===== config.mk =====
export PLATFORM = sky130hd
export DESIGN_NAME = socks5_client_handshake
export DESIGN_NICKNAME = d
export VERILOG_FILES = /design/src/rtl/s5ch_pkg.sv /design/src/rtl/s5ch_front.sv /design/src/rtl/s5ch_queue.sv /design/src/rtl/s5ch_back.sv /design/src/rtl/socks5_client_handshake.sv
export SDC_FILE = /design/constraint.sdc
export NUM_CORES = 1
export LEC_CHECK = 0
export BUFFER_PORTS_ARGS = -buffer_cell sky130_fd_sc_hd__buf_4
export CORE_MARGIN = 1
export CORE_UTILIZATION = 50
export CTS_CLUSTER_SIZE = 10
export DETAILED_ROUTE_END_ITERATION = 10
export PLACE_DENSITY = 0.68
export SYNTH_ARGS = -nofsm -noshare
export SYNTH_HDL_FRONTEND = slang
export SYNTH_SLANG_ARGS = --single-unit

===== constraint.sdc =====
create_clock -name clk -period 4.2 [get_ports clk]
set_input_delay 0.63 -clock clk [delete_from_list [all_inputs] [get_ports clk]]
set_output_delay 0.63 -clock clk [all_outputs]
set_load 0.1 [all_outputs]

===== src/rtl/s5ch_pkg.sv =====
package s5ch_pkg;

    localparam int MaxTx      = 7;
    localparam int QueueDepth = 2;

    typedef enum logic [4:0] {
        PH_IDLE  = 5'd0,
        PH_GVER  = 5'd1,
        PH_GMETH = 5'd2,
        PH_USER  = 5'd3,
        PH_PASS  = 5'd4,
        PH_AVER  = 5'd5,
        PH_AST   = 5'd6,
        PH_DEST  = 5'd7,
        PH_RVER  = 5'd8,
        PH_REP   = 5'd9,
        PH_RRSV  = 5'd10,
        PH_RATYP = 5'd11,
        PH_RLEN  = 5'd12,
        PH_RADDR = 5'd13,
        PH_RPORT = 5'd14,
        PH_DONE  = 5'd15,
        PH_ERR   = 5'd16
    } phase_t;

    // input kinds
    localparam logic [1:0] OP_START   = 2'd0;
    localparam logic [1:0] OP_SERVER  = 2'd1;
    localparam logic [1:0] OP_PAYLOAD = 2'd2;

    // next expected item
    localparam logic [1:0] WANT_SERVER  = 2'd0;
    localparam logic [1:0] WANT_PAYLOAD = 2'd1;
    localparam logic [1:0] WANT_NONE    = 2'd2;

    // status codes
    localparam logic [3:0] ST_BUSY        = 4'd0;
    localparam logic [3:0] ST_CONNECTED   = 4'd1;
    localparam logic [3:0] ST_UNEXPECTED  = 4'd2;
    localparam logic [3:0] ST_NO_METHOD   = 4'd3;
    localparam logic [3:0] ST_NEED_CREDS  = 4'd4;
    localparam logic [3:0] ST_BAD_METHOD  = 4'd5;
    localparam logic [3:0] ST_AUTH_REFUSE = 4'd6;
    localparam logic [3:0] ST_CONN_REFUSE = 4'd7;
    localparam logic [3:0] ST_MISUSE      = 4'd8;

    // configuration register indexes
    localparam logic [2:0] CFG_HAS_CREDS = 3'd0;
    localparam logic [2:0] CFG_KIND      = 3'd1;
    localparam logic [2:0] CFG_PORT      = 3'd2;
    localparam logic [2:0] CFG_USER_LEN  = 3'd3;
    localparam logic [2:0] CFG_PASS_LEN  = 3'd4;
    localparam logic [2:0] CFG_HOST_LEN  = 3'd5;

    // destination kinds
    localparam logic [1:0] KIND_HOST = 2'd0;
    localparam logic [1:0] KIND_IPV4 = 2'd1;
    localparam logic [1:0] KIND_IPV6 = 2'd2;

    // protocol bytes
    localparam logic [7:0] B_VERSION   = 8'h05;
    localparam logic [7:0] B_AUTH_VER  = 8'h01;
    localparam logic [7:0] B_CMD_CONN  = 8'h01;
    localparam logic [7:0] B_ZERO      = 8'h00;
    localparam logic [7:0] B_M_NONE    = 8'h00;
    localparam logic [7:0] B_M_USERPW  = 8'h02;
    localparam logic [7:0] B_M_REJECT  = 8'hFF;
    localparam logic [7:0] B_AT_IPV4   = 8'h01;
    localparam logic [7:0] B_AT_HOST   = 8'h03;
    localparam logic [7:0] B_AT_IPV6   = 8'h04;
    localparam logic [7:0] B_ONE_COUNT = 8'h01;
    localparam logic [7:0] B_TWO_COUNT = 8'h02;

    typedef struct packed {
        logic [MaxTx-1:0][7:0] bytes;
        logic [2:0]            count;   // 0: one result with no byte
        logic [1:0]            want;
        logic [3:0]            status;
    } cmd_t;

    typedef struct packed {
        logic       valid;
        logic [2:0] index;
        logic [15:0] data;
    } cfg_wr_t;

    typedef struct packed {
        logic full;
        logic empty;
    } q_stat_t;

endpackage


===== src/rtl/s5ch_front.sv =====
module s5ch_front
(
    input  logic                clk,
    input  logic                rst_n,
    input  s5ch_pkg::cfg_wr_t   cfg_wr,
    input  logic                push,
    input  logic [1:0]          op,
    input  logic [7:0]          data,
    output s5ch_pkg::cmd_t      cmd
);

    logic                   has_creds_reg;
    logic [1:0]             kind_reg;
    logic [15:0]            port_reg;
    logic [7:0]             user_len_reg;
    logic [7:0]             pass_len_reg;
    logic [7:0]             host_len_reg;

    s5ch_pkg::phase_t       phase_reg, phase_next;
    logic [7:0]             rem_reg, rem_next;
    logic [3:0]             outcome_reg, outcome_next;

    logic                   finished;
    logic [7:0]             rem_dec;
    logic [7:0]             req_count;
    logic                   go_request;

    always_ff @(posedge clk or negedge rst_n)
    begin
        if (!rst_n)
        begin
            has_creds_reg <= 1'b0;
            kind_reg      <= s5ch_pkg::KIND_IPV4;
            port_reg      <= '0;
            user_len_reg  <= '0;
            pass_len_reg  <= '0;
            host_len_reg  <= '0;
        end
        else if (cfg_wr.valid)
        begin
            case (cfg_wr.index)
                s5ch_pkg::CFG_HAS_CREDS: has_creds_reg <= cfg_wr.data[0];
                s5ch_pkg::CFG_KIND:      kind_reg      <= cfg_wr.data[1:0];
                s5ch_pkg::CFG_PORT:      port_reg      <= cfg_wr.data;
                s5ch_pkg::CFG_USER_LEN:  user_len_reg  <= cfg_wr.data[7:0];
                s5ch_pkg::CFG_PASS_LEN:  pass_len_reg  <= cfg_wr.data[7:0];
                s5ch_pkg::CFG_HOST_LEN:  host_len_reg  <= cfg_wr.data[7:0];
                default: ;
            endcase
        end
    end

    assign finished = (phase_reg == s5ch_pkg::PH_DONE) || (phase_reg == s5ch_pkg::PH_ERR);
    assign rem_dec  = rem_reg - 8'd1;

    always_comb
    begin
        case (kind_reg)
            s5ch_pkg::KIND_HOST: req_count = host_len_reg;
            s5ch_pkg::KIND_IPV4: req_count = 8'd4;
            default:             req_count = 8'd16;
        endcase
    end

    // the connect request goes out after method "none" or after auth success
    always_comb
    begin
        go_request = 1'b0;
        if (op == s5ch_pkg::OP_SERVER)
        begin
            if (phase_reg == s5ch_pkg::PH_GMETH && data == s5ch_pkg::B_M_NONE)
                go_request = 1'b1;
            if (phase_reg == s5ch_pkg::PH_AST && data == s5ch_pkg::B_ZERO)
                go_request = 1'b1;
        end
    end

    // next state
    always_comb
    begin
        phase_next   = phase_reg;
        rem_next     = rem_reg;
        outcome_next = outcome_reg;
        if (!finished)
        begin
            case (op)
                s5ch_pkg::OP_START:
                begin
                    if (phase_reg == s5ch_pkg::PH_IDLE)
                        phase_next = s5ch_pkg::PH_GVER;
                    else
                    begin
                        phase_next   = s5ch_pkg::PH_ERR;
                        outcome_next = s5ch_pkg::ST_MISUSE;
                    end
                end
                s5ch_pkg::OP_SERVER:
                begin
                    case (phase_reg)
                        s5ch_pkg::PH_GVER:
                        begin
                            if (data != s5ch_pkg::B_VERSION)
                            begin
                                phase_next   = s5ch_pkg::PH_ERR;
                                outcome_next = s5ch_pkg::ST_UNEXPECTED;
                            end
                            else
                                phase_next = s5ch_pkg::PH_GMETH;
                        end
                        s5ch_pkg::PH_GMETH:
                        begin
                            if (data == s5ch_pkg::B_M_REJECT)
                            begin
                                phase_next   = s5ch_pkg::PH_ERR;
                                outcome_next = s5ch_pkg::ST_NO_METHOD;
                            end
                            else if (data == s5ch_pkg::B_M_USERPW)
                            begin
                                if (!has_creds_reg)
                                begin
                                    phase_next   = s5ch_pkg::PH_ERR;
                                    outcome_next = s5ch_pkg::ST_NEED_CREDS;
                                end
                                else if (user_len_reg != 8'd0)
                                begin
                                    phase_next = s5ch_pkg::PH_USER;
                                    rem_next   = user_len_reg;
                                end
                                else if (pass_len_reg != 8'd0)
                                begin
                                    phase_next = s5ch_pkg::PH_PASS;
                                    rem_next   = pass_len_reg;
                                end
                                else
                                    phase_next = s5ch_pkg::PH_AVER;
                            end
                            else if (data != s5ch_pkg::B_M_NONE)
                            begin
                                phase_next   = s5ch_pkg::PH_ERR;
                                outcome_next = s5ch_pkg::ST_BAD_METHOD;
                            end
                        end
                        s5ch_pkg::PH_AVER:
                        begin
                            if (data != s5ch_pkg::B_AUTH_VER)
                            begin
                                phase_next   = s5ch_pkg::PH_ERR;
                                outcome_next = s5ch_pkg::ST_UNEXPECTED;
                            end
                            else
                                phase_next = s5ch_pkg::PH_AST;
                        end
                        s5ch_pkg::PH_AST:
                        begin
                            if (data != s5ch_pkg::B_ZERO)
                            begin
                                phase_next   = s5ch_pkg::PH_ERR;
                                outcome_next = s5ch_pkg::ST_AUTH_REFUSE;
                            end
                        end
                        s5ch_pkg::PH_RVER:
                        begin
                            if (data != s5ch_pkg::B_VERSION)
                            begin
                                phase_next   = s5ch_pkg::PH_ERR;
                                outcome_next = s5ch_pkg::ST_UNEXPECTED;
                            end
                            else
                                phase_next = s5ch_pkg::PH_REP;
                        end
                        s5ch_pkg::PH_REP:
                        begin
                            if (data != s5ch_pkg::B_ZERO)
                            begin
                                phase_next   = s5ch_pkg::PH_ERR;
                                outcome_next = s5ch_pkg::ST_CONN_REFUSE;
                            end
                            else
                                phase_next = s5ch_pkg::PH_RRSV;
                        end
                        s5ch_pkg::PH_RRSV:
                        begin
                            if (data != s5ch_pkg::B_ZERO)
                            begin
                                phase_next   = s5ch_pkg::PH_ERR;
                                outcome_next = s5ch_pkg::ST_UNEXPECTED;
                            end
                            else
                                phase_next = s5ch_pkg::PH_RATYP;
                        end
                        s5ch_pkg::PH_RATYP:
                        begin
                            if (data == s5ch_pkg::B_AT_IPV4)
                            begin
                                phase_next = s5ch_pkg::PH_RADDR;
                                rem_next   = 8'd4;
                            end
                            else if (data == s5ch_pkg::B_AT_IPV6)
                            begin
                                phase_next = s5ch_pkg::PH_RADDR;
                                rem_next   = 8'd16;
                            end
                            else if (data == s5ch_pkg::B_AT_HOST)
                                phase_next = s5ch_pkg::PH_RLEN;
                            else
                            begin
                                phase_next   = s5ch_pkg::PH_ERR;
                                outcome_next = s5ch_pkg::ST_UNEXPECTED;
                            end
                        end
                        s5ch_pkg::PH_RLEN:
                        begin
                            if (data == 8'd0)
                            begin
                                phase_next = s5ch_pkg::PH_RPORT;
                                rem_next   = 8'd2;
                            end
                            else
                            begin
                                phase_next = s5ch_pkg::PH_RADDR;
                                rem_next   = data;
                            end
                        end
                        s5ch_pkg::PH_RADDR:
                        begin
                            rem_next = rem_dec;
                            if (rem_dec == 8'd0)
                            begin
                                phase_next = s5ch_pkg::PH_RPORT;
                                rem_next   = 8'd2;
                            end
                        end
                        s5ch_pkg::PH_RPORT:
                        begin
                            rem_next = rem_dec;
                            if (rem_dec == 8'd0)
                            begin
                                phase_next   = s5ch_pkg::PH_DONE;
                                outcome_next = s5ch_pkg::ST_CONNECTED;
                            end
                        end
                        default:
                        begin
                            phase_next   = s5ch_pkg::PH_ERR;
                            outcome_next = s5ch_pkg::ST_MISUSE;
                        end
                    endcase

                    if (go_request)
                    begin
                        if (kind_reg != s5ch_pkg::KIND_HOST && kind_reg != s5ch_pkg::KIND_IPV4
                            && kind_reg != s5ch_pkg::KIND_IPV6)
                        begin
                            phase_next   = s5ch_pkg::PH_ERR;
                            outcome_next = s5ch_pkg::ST_MISUSE;
                        end
                        else if (req_count == 8'd0)
                            phase_next = s5ch_pkg::PH_RVER;
                        else
                        begin
                            phase_next = s5ch_pkg::PH_DEST;
                            rem_next   = req_count;
                        end
                    end
                end
                s5ch_pkg::OP_PAYLOAD:
                begin
                    if (phase_reg == s5ch_pkg::PH_USER || phase_reg == s5ch_pkg::PH_PASS
                        || phase_reg == s5ch_pkg::PH_DEST)
                    begin
                        rem_next = rem_dec;
                        if (rem_dec == 8'd0)
                        begin
                            if (phase_reg == s5ch_pkg::PH_USER)
                            begin
                                if (pass_len_reg == 8'd0)
                                    phase_next = s5ch_pkg::PH_AVER;
                                else
                                begin
                                    phase_next = s5ch_pkg::PH_PASS;
                                    rem_next   = pass_len_reg;
                                end
                            end
                            else if (phase_reg == s5ch_pkg::PH_PASS)
                                phase_next = s5ch_pkg::PH_AVER;
                            else
                                phase_next = s5ch_pkg::PH_RVER;
                        end
                    end
                    else
                    begin
                        phase_next   = s5ch_pkg::PH_ERR;
                        outcome_next = s5ch_pkg::ST_MISUSE;
                    end
                end
                default:
                begin
                    phase_next   = s5ch_pkg::PH_ERR;
                    outcome_next = s5ch_pkg::ST_MISUSE;
                end
            endcase
        end
    end

    // outputs: bytes to send, want and status after this item
    always_comb
    begin
        cmd = '0;
        if (!finished)
        begin
            case (op)
                s5ch_pkg::OP_START:
                begin
                    if (phase_reg == s5ch_pkg::PH_IDLE)
                    begin
                        cmd.bytes[0] = s5ch_pkg::B_VERSION;
                        cmd.bytes[1] = has_creds_reg ? s5ch_pkg::B_TWO_COUNT
                                                     : s5ch_pkg::B_ONE_COUNT;
                        cmd.bytes[2] = s5ch_pkg::B_M_NONE;
                        cmd.bytes[3] = s5ch_pkg::B_M_USERPW;
                        cmd.count    = has_creds_reg ? 3'd4 : 3'd3;
                    end
                end
                s5ch_pkg::OP_SERVER:
                begin
                    if (phase_reg == s5ch_pkg::PH_GMETH && data == s5ch_pkg::B_M_USERPW
                        && has_creds_reg)
                    begin
                        cmd.bytes[0] = s5ch_pkg::B_AUTH_VER;
                        cmd.bytes[1] = user_len_reg;
                        cmd.bytes[2] = pass_len_reg;
                        cmd.count    = (user_len_reg == 8'd0) ? 3'd3 : 3'd2;
                    end
                    else if (go_request)
                    begin
                        cmd.bytes[0] = s5ch_pkg::B_VERSION;
                        cmd.bytes[1] = s5ch_pkg::B_CMD_CONN;
                        cmd.bytes[2] = s5ch_pkg::B_ZERO;
                        case (kind_reg)
                            s5ch_pkg::KIND_HOST:
                            begin
                                cmd.bytes[3] = s5ch_pkg::B_AT_HOST;
                                cmd.bytes[4] = host_len_reg;
                                cmd.bytes[5] = port_reg[15:8];
                                cmd.bytes[6] = port_reg[7:0];
                                cmd.count    = (host_len_reg == 8'd0) ? 3'd7 : 3'd5;
                            end
                            s5ch_pkg::KIND_IPV4:
                            begin
                                cmd.bytes[3] = s5ch_pkg::B_AT_IPV4;
                                cmd.count    = 3'd4;
                            end
                            s5ch_pkg::KIND_IPV6:
                            begin
                                cmd.bytes[3] = s5ch_pkg::B_AT_IPV6;
                                cmd.count    = 3'd4;
                            end
                            default:
                                cmd.count = 3'd0;
                        endcase
                    end
                end
                s5ch_pkg::OP_PAYLOAD:
                begin
                    if (phase_reg == s5ch_pkg::PH_USER || phase_reg == s5ch_pkg::PH_PASS
                        || phase_reg == s5ch_pkg::PH_DEST)
                    begin
                        cmd.bytes[0] = data;
                        cmd.count    = 3'd1;
                        if (rem_dec == 8'd0)
                        begin
                            if (phase_reg == s5ch_pkg::PH_USER)
                            begin
                                cmd.bytes[1] = pass_len_reg;
                                cmd.count    = 3'd2;
                            end
                            else if (phase_reg == s5ch_pkg::PH_DEST)
                            begin
                                cmd.bytes[1] = port_reg[15:8];
                                cmd.bytes[2] = port_reg[7:0];
                                cmd.count    = 3'd3;
                            end
                        end
                    end
                end
                default: ;
            endcase
        end

        case (phase_next)
            s5ch_pkg::PH_USER, s5ch_pkg::PH_PASS, s5ch_pkg::PH_DEST:
                cmd.want = s5ch_pkg::WANT_PAYLOAD;
            s5ch_pkg::PH_IDLE, s5ch_pkg::PH_DONE, s5ch_pkg::PH_ERR:
                cmd.want = s5ch_pkg::WANT_NONE;
            default:
                cmd.want = s5ch_pkg::WANT_SERVER;
        endcase
        if (phase_next == s5ch_pkg::PH_DONE || phase_next == s5ch_pkg::PH_ERR)
            cmd.status = outcome_next;
        else
            cmd.status = s5ch_pkg::ST_BUSY;
    end

    always_ff @(posedge clk or negedge rst_n)
    begin
        if (!rst_n)
        begin
            phase_reg   <= s5ch_pkg::PH_IDLE;
            rem_reg     <= '0;
            outcome_reg <= s5ch_pkg::ST_BUSY;
        end
        else if (push)
        begin
            phase_reg   <= phase_next;
            rem_reg     <= rem_next;
            outcome_reg <= outcome_next;
        end
    end

endmodule


===== src/rtl/s5ch_queue.sv =====
module s5ch_queue
#(
    parameter int DEPTH = s5ch_pkg::QueueDepth
)
(
    input  logic                clk,
    input  logic                rst_n,
    input  logic                push,
    input  s5ch_pkg::cmd_t      push_cmd,
    input  logic                pop,
    output s5ch_pkg::cmd_t      head,
    output s5ch_pkg::q_stat_t   stat
);

    localparam int PW = (DEPTH > 1) ? $clog2(DEPTH) : 1;
    localparam int CW = $clog2(DEPTH + 1);

    s5ch_pkg::cmd_t     mem [DEPTH];
    logic [PW-1:0]      wr_ptr_reg, wr_ptr_next;
    logic [PW-1:0]      rd_ptr_reg, rd_ptr_next;
    logic [CW-1:0]      count_reg, count_next;

    function automatic logic [PW-1:0] bump(input logic [PW-1:0] p);
        if (p == PW'(DEPTH - 1))
            return '0;
        else
            return p + PW'(1);
    endfunction

    assign stat.full  = (count_reg == CW'(DEPTH));
    assign stat.empty = (count_reg == '0);
    assign head       = mem[rd_ptr_reg];

    always_comb
    begin
        wr_ptr_next = push ? bump(wr_ptr_reg) : wr_ptr_reg;
        rd_ptr_next = pop  ? bump(rd_ptr_reg) : rd_ptr_reg;
        count_next  = count_reg;
        if (push && !pop)
            count_next = count_reg + CW'(1);
        else if (pop && !push)
            count_next = count_reg - CW'(1);
    end

    always_ff @(posedge clk)
    begin
        if (push)
            mem[wr_ptr_reg] <= push_cmd;
    end

    always_ff @(posedge clk or negedge rst_n)
    begin
        if (!rst_n)
        begin
            wr_ptr_reg <= '0;
            rd_ptr_reg <= '0;
            count_reg  <= '0;
        end
        else
        begin
            wr_ptr_reg <= wr_ptr_next;
            rd_ptr_reg <= rd_ptr_next;
            count_reg  <= count_next;
        end
    end

endmodule


===== src/rtl/s5ch_back.sv =====
module s5ch_back
(
    input  logic                clk,
    input  logic                rst_n,
    input  s5ch_pkg::cmd_t      head,
    input  logic                head_valid,
    output logic                pop,
    output logic                m_tvalid,
    input  logic                m_tready,
    output logic [15:0]         m_tdata,
    output logic                m_tuser,
    output logic                m_tlast
);

    logic [2:0] beat_reg, beat_next;
    logic       last_beat;
    logic [7:0] tx_byte;

    assign last_beat = (head.count == 3'd0) || (beat_reg == head.count - 3'd1);
    assign tx_byte   = (head.count == 3'd0) ? 8'd0 : head.bytes[beat_reg];

    assign m_tvalid = head_valid;
    assign m_tdata  = {2'b00, head.status, head.want, tx_byte};
    assign m_tuser  = (head.count != 3'd0);
    assign m_tlast  = last_beat;
    assign pop      = head_valid && m_tready && last_beat;

    // advance through the bytes of the head entry, restart on the next one
    always_comb
    begin
        beat_next = beat_reg;
        if (head_valid && m_tready)
            beat_next = last_beat ? 3'd0 : beat_reg + 3'd1;
    end

    always_ff @(posedge clk or negedge rst_n)
    begin
        if (!rst_n)
            beat_reg <= '0;
        else
            beat_reg <= beat_next;
    end

endmodule


===== src/rtl/socks5_client_handshake.sv =====
// Client side of the SOCKS5 CONNECT handshake.
// Input stream (s_*): tuser carries the kind (start, server byte, payload
// byte), tdata the byte. Payload bytes are username, password, then the
// destination address. Output stream (m_*): one transfer per byte to send;
// an item that sends nothing gives one transfer with tuser low. tlast marks
// the final transfer caused by an input item; tdata also carries the next
// expected item and the status after that item.
// Configuration (cfg_*): index and data, always ready; write only while idle.
// Each result is registered in the command queue when its item is accepted.
// Throughput: one item per cycle while items give one transfer each and the
// output is not stalled; an item that sends n bytes gives n transfers, and
// the two-entry command queue between the decoder and the serializer
// absorbs the gap. When the receiver stalls, the queue fills and s_tready
// drops; nothing is lost. Reset returns to idle with default registers; the
// first error or the connected state is latched until reset.
module socks5_client_handshake
#(
    parameter int QUEUE_DEPTH = s5ch_pkg::QueueDepth
)
(
    input  logic        clk,
    input  logic        rst_n,
    input  logic        s_tvalid,
    output logic        s_tready,
    input  logic [7:0]  s_tdata,    // [7:0] data
    input  logic [1:0]  s_tuser,    // [1:0] op
    output logic        m_tvalid,
    input  logic        m_tready,
    output logic [15:0] m_tdata,    // [7:0] tx_byte, [9:8] want, [13:10] status
    output logic        m_tuser,    // [0] tx_valid
    output logic        m_tlast,    // last_of_run
    input  logic        cfg_valid,
    output logic        cfg_ready,
    input  logic [2:0]  cfg_index,
    input  logic [15:0] cfg_data
);

    s5ch_pkg::cfg_wr_t  cfg_wr;
    s5ch_pkg::cmd_t     new_cmd;
    s5ch_pkg::cmd_t     head;
    s5ch_pkg::q_stat_t  q_stat;
    logic               push;
    logic               pop;

    assign cfg_ready    = 1'b1;
    assign cfg_wr.valid = cfg_valid;
    assign cfg_wr.index = cfg_index;
    assign cfg_wr.data  = cfg_data;

    assign s_tready = !q_stat.full;
    assign push     = s_tvalid && s_tready;

    s5ch_front u_front
    (
        .clk    (clk),
        .rst_n  (rst_n),
        .cfg_wr (cfg_wr),
        .push   (push),
        .op     (s_tuser),
        .data   (s_tdata),
        .cmd    (new_cmd)
    );

    s5ch_queue #(.DEPTH(QUEUE_DEPTH)) u_queue
    (
        .clk      (clk),
        .rst_n    (rst_n),
        .push     (push),
        .push_cmd (new_cmd),
        .pop      (pop),
        .head     (head),
        .stat     (q_stat)
    );

    s5ch_back u_back
    (
        .clk        (clk),
        .rst_n      (rst_n),
        .head       (head),
        .head_valid (!q_stat.empty),
        .pop        (pop),
        .m_tvalid   (m_tvalid),
        .m_tready   (m_tready),
        .m_tdata    (m_tdata),
        .m_tuser    (m_tuser),
        .m_tlast    (m_tlast)
    );

`ifndef SYNTHESIS
    a_no_byte_single: assert property (@(posedge clk) disable iff (!rst_n)
        m_tvalid && !m_tuser |-> m_tlast)
        else $error("transfer without a byte is not the last of its run");

    a_final_want_none: assert property (@(posedge clk) disable iff (!rst_n)
        m_tvalid && (m_tdata[13:10] != s5ch_pkg::ST_BUSY)
        |-> (m_tdata[9:8] == s5ch_pkg::WANT_NONE))
        else $error("final status with an item still expected");

    a_full_blocks: assert property (@(posedge clk) disable iff (!rst_n)
        q_stat.full |-> !s_tready && m_tvalid)
        else $error("input taken while the command queue is full");

    a_push_shows: assert property (@(posedge clk) disable iff (!rst_n)
        push |=> m_tvalid)
        else $error("accepted item left no result pending");
`endif

endmodule


==> metrics, run 1 <==
Worst IR Drop VDD=0.0003551 V; Root Buffer=clkbuf_16; Post-synth EDFFs=120; LEAKAGE=4.340 nW; H-tree depth=4; worst skew pair latency=0.45 ns; crit path from=u_front.rem_reg[0]$_DFFE_PN0P_; gpl congestion=1.002; register area share after synthesis=51.51%; Finish-stage setup viols=0; total die area=21080 sq um; total number of vias=7896; layout cell share with drive strength beyond 1=22.99%; CTS Buffer Depth=2; synthesis warning total=0; critical path class=reg -> reg; DRC violation count after routing=0; P&R area growth vs syn=13.06%; f_max=258.5 MHz; Max Slew Vio Count=0; Cell Rows=52; initial antenna violation count=0; hold buffers post-CTS=0; reg2reg start=u_front.rem_reg[0]$_DFFE_PN0P_; Yosys reg bits=187; max-cap violations=0; DRT iter0 DRCs=907; drt wl/cell=23.62 um; status=finished, final reports clean; first-pass GRT wire length=45330 um; Comb pwr share=40.7%; total track usage=28.48%; Final Net Count=988; Yosys cell types=83; Worst-path clk slew=0.09 ns; Synth area leaders=edfxtp_1, dfrtp_1, mux4_2; Avg Inst Size Synth=11.29 sq um; ANT cells=0; Non-Filler Instances=1227; CP startpoint kind=flip-flop; DRT antenna net count=0; most frequent cells after synthesis=edfxtp_1, nor2_1, dfrtp_1; area of the mapped netlist=10250 sq um; routed vias/inst=6.435; sw frac=43.96%; cells after synthesis=908; vias in the first global route=7518; Overflow after GRT=0; post-cts resize count=0; Chip Height=145.2 um; Final min period=3.869 ns; initial core utilization=50.83%; Die Width=145.2 um; placed inst area=10950 sq um; Synth async-reset ratio=35.83%; P_sw=3.446 mW; Main synth FF type=edfxtp_1; Setup Buffers After CTS=0; Layout Skew=0.01579 ns; DP Wirelength=21080 um; overall power=7.839 mW; PwrDens=676.3 nW/um^2; power share of the sequential group=37.7%; post-synth top area cell=edfxtp_1; First-pass DRT Iterations=7; Routed WL=28980 um; crit share post-route=92.11%; DP Cell Count=1195; final hold violation count=0; Synth top area share=35.15%; clock power share=21.7%; TNS Setup=0 ns; crit path max fanout=8; port buffer count=51; CTS tree=built; top-count cell post-synth=edfxtp_1; worst slew pin tran=0.9454 ns; hold slack=0.3398 ns; required time of the worst setup path=4.46 ns; number of flip-flops in the largest register=120; Max-slew headroom=36.40%; TritonCTS buffer count=17; num ports=55; Arr. time, crit path=4.13 ns; Pint=4.393 mW; clock sink count=187; largest net degree at the start of global routing=68; RSZ-0062 raised after global routing=false; Final Cell Area=11590 sq um; Setup crit end kind=flip-flop; Core Area=20170 sq um; Worst Hold Class=in -> async
## power groups by stage
stage          sequential (mW)  combinational [mW]  clock [mW]
2_1_floorplan             2.68                2.65           0
3_3_place_gp              2.97                3.16           0
3_5_place_dp              2.98                3.18           0
4_1_cts                   2.94                3.19        1.73
5_1_grt                   3.01                3.38        1.80
6_report                  2.95                3.19        1.70
## area by class of cell
cell class	count	area (sq um)
timing repair buffer	79	593.1
clock inverter	15	220.2
inverter	18	67.56
clock buffer	17	425.4
sequential	187	5283
tap	270	337.8
fill	1712	8578
multi-input combinational	641	4664
## cell families after synthesis
family,count (synthesis),synth area share [%]
xor gates and xnor gates,17,1.452
adders and majority gates,10,1.220
AOI/OAI and AO/OA,215,13.96
and+or+nand+nor,307,15.94
buffers and inverters,81,3.258
other,2,0.07325
DFF,187,51.51
muxes,89,12.58
## placed cells by master, fill, tap and decap left out, types with 4 or more instances in the layout
cell,count
nor3_1,23
or3_1,6
dfrtp_1,65
a211oi_1,9
and3_1,27
clkinv_8,5
xnor2_1,9
a21o_1,5
or3b_2,4
a211o_1,4
inv_12,5
and2_1,12
xor2_1,8
nand3_1,12
nand2_1,63
clkbuf_16,17
mux2_2,49
nor4_1,15
inv_1,18
a22o_1,16
or2_2,8
edfxtp_1,120
a21oi_1,63
mux4_2,27
nor2_1,73
nor4b_1,7
a31oi_1,12
a22oi_1,17
nand4_1,6
nand2b_1,8
mux2i_1,13
ha_1,10
buf_4,79
o21ai_0,35
o31ai_1,8
nor2b_1,10
## per-stage QoR
| stage | worst slack [ns] | util (%) |
|---|---|---|
| after CTS | 0.3704 | 57.47 |
| final | 0.3313 | 57.47 |
| after global placement | 0.5094 | 54.27 |
| after global routing | 0.1504 | 57.47 |
| after detailed placement | 0.4071 | 54.27 |
| after floorplan | -0.3479 | - |
## critical path, stage by stage, from the launching register on
cell,delay (ns)
dfrtp_1,0.47
inv_1,0.13
ha_1,0.26
or4b_1,0.55
o32ai_1,0.34
o211a_2,0.29
mux2i_1,0.43
or3b_1,0.38
o21ai_0,0.36
nand4b_1,0.21
a21oi_1,0.25
## final timing paths
path	to	slack, ns	depth (start not counted)
worst max register to register	u_queue.mem[0][3]$_DFFE_PP_	0.33	10
max in group asynchronous	u_queue.rd_ptr_reg$_DFFE_PN0P_	3.22	1
min in group clk	u_front.port_reg[9]$_DFFE_PN0P_	0.42	2
worst max-delay path	u_queue.mem[0][3]$_DFFE_PP_	0.33	10
worst min register to register	u_queue.count_reg[1]$_DFFE_PN0P_	0.49	1
worst min-delay path	u_back.beat_reg[2]$_DFFE_PN0P_	0.34	1
## metal layers
metal	track usage, %	share of wire [%]	vias to the layer above
li1	-	-	3542
met1	43.02	46	3926
met2	41.83	45	382
met3	4.969	7.4	46
met4	8.632	2.0	0
met5	0	0	-
Note: power is estimated with default switching activity, not from simulation.
==> run 2, diff against run 1 <==
--- a/config.mk
+++ b/config.mk
@@ -8,6 +8,7 @@
 export BUFFER_PORTS_ARGS = -buffer_cell sky130_fd_sc_hd__buf_4
 export CORE_MARGIN = 1
 export CORE_UTILIZATION = 50
+export CTS_BUF_LIST = sky130_fd_sc_hd__clkbuf_8
 export CTS_CLUSTER_SIZE = 10
 export DETAILED_ROUTE_END_ITERATION = 10
 export PLACE_DENSITY = 0.68
==> run 2 against run 1 <==
Global-route usage decreased by 0.20 points. Core utilization decreased by 0.95 points. Critical path depth unchanged. Setup slack got worse by 0.0054 ns. Combinational power about the same. Clock skew increased by 0.0068 ns.
==> metrics, run 2 (synthesis results as in run 1) <==
crit path max fanout=8; H-tree depth=4; Arr. time, crit path=4.18 ns; Overflow after GRT=0; Root Buffer=clkbuf_8; PwrDens=651.7 nW/um^2; max-cap violations=0; Comb pwr share=42.9%; Layout Skew=0.02256 ns; gpl congestion=1.002; Finished Core Util=56.52%; Setup Buffers After CTS=0; ANT cells=0; power share of the sequential group=39.7%; Chip Height=145.2 um; clock power share=17.4%; Die Width=145.2 um; reg2reg start=u_front.rem_reg[0]$_DFFE_PN0P_; Finish-stage setup viols=0; initial antenna violation count=0; Worst IR Drop VDD=0.0003964 V; Cell Rows=52; routed vias/inst=6.421; post-cts resize count=0; total track usage=28.28%; DP Wirelength=21080 um; most common cell after layout, fill and taps aside=edfxtp_1; sw frac=45.63%; First-pass DRT Iterations=6; crit path from=u_front.rem_reg[0]$_DFFE_PN0P_; P_sw=3.389 mW; status=finished, final reports clean; most frequent cells in the layout=edfxtp_1, buf_4, nor2_1, dfrtp_1; Core Area=20170 sq um; Worst-path clk slew=0.13 ns; final hold violation count=0; Setup crit end kind=flip-flop; P&R area growth vs syn=11.19%; TritonCTS buffer count=17; Max-slew headroom=33.51%; placed inst area=10950 sq um; LEAKAGE=4.252 nW; R2R depth=10; worst skew pair latency=0.49 ns; Final min period=3.874 ns; flop2flop setup slack=0.33 ns; required time of the worst setup path=4.50 ns; Routed WL=29010 um; critical path class=reg -> reg; Worst Hold Class=in -> async; port buffer count=51; drt wl/cell=23.65 um; first-pass GRT wire length=45060 um; Max Slew Vio Count=0; DRC violation count after routing=0; CTS Buffer Depth=2; Non-Filler Instances=1227; Setup crit end=u_queue.mem[0][3]$_DFFE_PP_; f_max=258.1 MHz; number of flip-flops in the largest register=120; RSZ-0062 raised after global routing=false; DRT iter0 DRCs=866; FF-to-FF End=u_queue.mem[0][3]$_DFFE_PP_; clock sink count=187; Pint=4.039 mW; DRT antenna net count=0; CP startpoint kind=flip-flop; layout cell share with drive strength beyond 1=22.99%; total die area=21080 sq um; crit share post-route=92.24%; overall power=7.429 mW; hold buffers post-CTS=0; initial core utilization=50.83%; largest net degree at the start of global routing=68; hold slack=0.2957 ns; Final Net Count=988; vias in the first global route=7528; DP Cell Count=1195; CTS tree=built; worst slew pin tran=0.9882 ns; total number of vias=7879; num ports=55; Final Cell Area=11400 sq um
[run 2: cell counts in the layout (fill, tap and decap cells not counted)]
Identical to the previous run, type by type.
[run 2: stage by stage]
stage,worst slack (ns),TNS (ns)
2_1_floorplan,-0.3479,-41.85
6_report,0.3259,0
3_3_place_gp,0.5094,0
5_1_grt,0.1359,0
3_5_place_dp,0.4071,0
4_1_cts,0.3565,0
[run 2: final cells by class]
cell class / count / area [sq um]
multi-input cells: 641 / 4664
clock inverters: 15 / 220.2
inverters: 18 / 67.56
clock buffers: 17 / 234.0
repair buffers: 79 / 593.1
well taps: 270 / 337.8
flip-flops and latches: 187 / 5283
fillers: 1725 / 8770
[run 2: power groups by stage]
stage / combinational [mW] / clock, mW / sequential [mW]
after floorplan: 2.65 / 0 / 2.68
after global placement: 3.16 / 0 / 2.97
after detailed placement: 3.18 / 0 / 2.98
after CTS: 3.19 / 1.32 / 2.94
after global routing: 3.38 / 1.39 / 3.00
final: 3.19 / 1.29 / 2.95
[run 2: worst min path at each step]
stage          slack (ns)                        startpoint                                to
6_report             0.30                             rst_n    u_back.beat_reg[2]$_DFFE_PN0P_
5_1_grt              0.35                             rst_n    u_back.beat_reg[2]$_DFFE_PN0P_
2_1_floorplan        0.33                             rst_n    u_back.beat_reg[0]$_DFFE_PN0P_
4_1_cts              0.31                             rst_n    u_back.beat_reg[2]$_DFFE_PN0P_
3_3_place_gp         0.48  u_queue.count_reg[1]$_DFFE_PN0P_  u_queue.count_reg[1]$_DFFE_PN0P_
3_5_place_dp         0.48  u_queue.count_reg[1]$_DFFE_PN0P_  u_queue.count_reg[1]$_DFFE_PN0P_
[run 2: worst max-delay path: stages, from the launching register on]
cell and delay, ns:
dfrtp_1 0.48, inv_1 0.14, ha_1 0.27, or4b_1 0.55, o32ai_1 0.34, o211a_2 0.28, mux2i_1 0.42, or3b_1 0.38
o21ai_0 0.36, nand4b_1 0.21, a21oi_1 0.26
[run 2: routing by layer]
layer	GRT usage, %	share of wire, %
met3	4.528	7.5
met2	41.80	45
met1	42.61	45
met4	8.895	2.5
met5	0	0
==> run 3, diff against run 2 <==
--- a/config.mk
+++ b/config.mk
@@ -5,6 +5,7 @@
 export SDC_FILE = /design/constraint.sdc
 export NUM_CORES = 1
 export LEC_CHECK = 0
+export ABC_AREA = 1
 export BUFFER_PORTS_ARGS = -buffer_cell sky130_fd_sc_hd__buf_4
 export CORE_MARGIN = 1
 export CORE_UTILIZATION = 50
==> run 3 against run 2 <==
Sequential power is 7.5% lower. Sequential cell count stayed put. Setup slack better by 0.49 ns. Register-to-register slack better by 0.88 ns. Power is 0.62% lower. Critical path type is now reg -> out.
==> metrics, run 3 <==
hold buffers post-CTS=0; layout cell share with drive strength beyond 1=14.08%; area of the mapped netlist=10150 sq um; Die Width=144.5 um; vias in the first global route=8237; Final min period=3.384 ns; register area share after synthesis=52.03%; crit share post-route=80.57%; initial core utilization=51.64%; DRC violation count after routing=0; Non-Filler Instances=1515; H-tree depth=4; drt wl/cell=19.32 um; Main synth FF type=edfxtp_1; required time of the worst setup path=3.57 ns; Synth async-reset ratio=35.83%; num ports=55; crit path max-delay cell type=inv_1; worst skew pair latency=0.49 ns; Yosys cell types=56; Setup crit end kind=output pin; ANT cells=0; most frequent cells in the layout=nand2_1, nor2_1, o21ai_0, edfxtp_1, inv_1; First-pass DRT Iterations=5; max-cap violations=0; synthesis warning total=0; port buffer count=51; CTS Buffer Depth=2; DP Wirelength=21590 um; DRT iter0 DRCs=1156; P&R area growth vs syn=10.59%; Overflow after GRT=0; DP Cell Count=1483; status=finished, final reports clean; crit-path max cell delay=0.59 ns; Arr. time, crit path=2.75 ns; CP Buf/Inv Count=2; Max Slew Vio Count=0; Yosys reg bits=187; clock sink count=187; largest net degree at the start of global routing=68; most common cell after layout, fill and taps aside=nand2_1; RSZ-0062 raised after global routing=false; f_max=295.5 MHz; post-synth top area cell=edfxtp_1; Chip Height=144.5 um; Max-slew headroom=36.86%; Multi-input gate area=4274 sq um; initial antenna violation count=0; hold slack=0.2794 ns; Finished Core Util=57.11%; CP top delay family=buffers and inverters; worst slew pin tran=0.9471 ns; Setup Buffers After CTS=0; total die area=20870 sq um; top-count cell post-synth=nand2_1; CP startpoint kind=flip-flop; crit path max fanout=23; gpl congestion=1.005; worst-path cell chain=inv_1 -> o21ai_0 -> o221ai_1 -> nand3_1 -> a21oi_1 -> buf_4; TritonCTS buffer count=17; Layout Skew=0.02532 ns; LEAKAGE=4.659 nW; Root Buffer=clkbuf_8; Finish-stage setup viols=0; number of flip-flops in the largest register=120; Worst IR Drop VDD=0.0005490 V; post-cts resize count=0; Final Net Count=1281; Post-synth EDFFs=120; total track usage=29.60%; first-pass GRT wire length=45810 um; final hold violation count=0; Layout fillers=1858; Synth top area share=35.50%; pre-CTS setup slack=1.076 ns; Reg area=5283 sq um; critical path class=reg -> out; Avg Inst Size Synth=8.472 sq um; Core Area=19650 sq um; Synth area leaders=edfxtp_1, dfrtp_1, nand2_1; total number of vias=8914; Worst Hold Class=in -> async; overall power=7.383 mW; DRT antenna net count=0; Routed WL=29270 um; most frequent cells after synthesis=nand2_1, nor2_1, o21ai_0; worst setup margin=0.8160 ns; Cell Rows=51; CTS tree=built; Worst-path clk slew=0.11 ns; routed vias/inst=5.884; PwrDens=657.7 nW/um^2; cells after synthesis=1198
[run 3: cell types whose count changed after synthesis, moves of 16 or more]
cell / previous run / this run
o21ai_0: 35 / 128
nand3_1: 12 / 54
mux4_2: 27 / 0
o22ai_1: 3 / 33
a22o_1: 16 / 0
nor2_1: 76 / 163
inv_1: 18 / 91
inv_2: 0 / 17
nand2_1: 64 / 257
mux2_2: 49 / 0
nor2_2: 0 / 16
and3_1: 27 / 0
[run 3: per-layer routing]
metal | part of all wire (%) | up-vias | GRT usage [%]
met5 | 0 | - | 0
met1 | 44 | 4230 | 42.57
met4 | 2.8 | 0 | 10.53
met3 | 8.7 | 72 | 5.066
li1 | - | 4166 | -
met2 | 45 | 446 | 44.94
[run 3: stage by stage]
| stage | area [sq um] | TNS, ns |
|---|---|---|
| floorplan | 10180 | -4.358 |
| global placement | 10820 | 0 |
| detailed placement | 10820 | 0 |
| CTS | 11220 | 0 |
| global route | 11220 | 0 |
| finish | 11220 | 0 |
[run 3: logic make-up (layout without fill, tap and decap cells)]
kind of cell               Yosys count  in the layout  share of synthesized area [%]
AOI/OAI and AO/OA                  276            276                          15.45
xor gates and xnor gates             7              7                         0.6041
DFF                                187            187                          52.03
buffers and inverters              159            210                          6.225
muxes                                2              2                         0.1972
and+or+nand+nor                    555            555                          24.19
other                                2              3                        0.07399
adders and majority gates           10             10                          1.233
[run 3: area by class of cell]
type                            instances  share of cell area (%)
Sequential cell                       187                   47.06
Inverter                              114                   3.901
Clock buffer                           17                   2.084
Multi-Input combinational cell        853                   38.08
Timing Repair Buffer                   64                   4.392
Tap cell                              265                   2.954
Clock inverter                         15                   1.527
[run 3: worst paths after layout]
check / endpoint / depth (start not counted) / start / slack (ns)
min in group clk: u_front.port_reg[11]$_DFFE_PN0P_ / 3 / cfg_data[11] / 0.39
worst max-delay path: m_tdata[3] / 6 / u_back.beat_reg[0]$_DFFE_PN0P_ / 0.82
max in group asynchronous: u_queue.rd_ptr_reg$_DFFE_PN0P_ / 1 / rst_n / 3.24
worst min-delay path: u_front.port_reg[14]$_DFFE_PN0P_ / 1 / rst_n / 0.28
worst max register to register: u_queue.mem[1][1]$_DFFE_PP_ / 17 / u_front.rem_reg[0]$_DFFE_PN0P_ / 1.21
worst min register to register: u_queue.count_reg[0]$_DFFE_PN0P_ / 1 / u_queue.count_reg[0]$_DFFE_PN0P_ / 0.48
[run 3: report_power, final]
group / internal, mW / switching, mW / total, mW / leakage (nW)
sequential: 2.44 / 0.294 / 2.73 / 1.97
combinational: 0.844 / 2.60 / 3.44 / 2.49
clock: 0.456 / 0.750 / 1.21 / 0.198
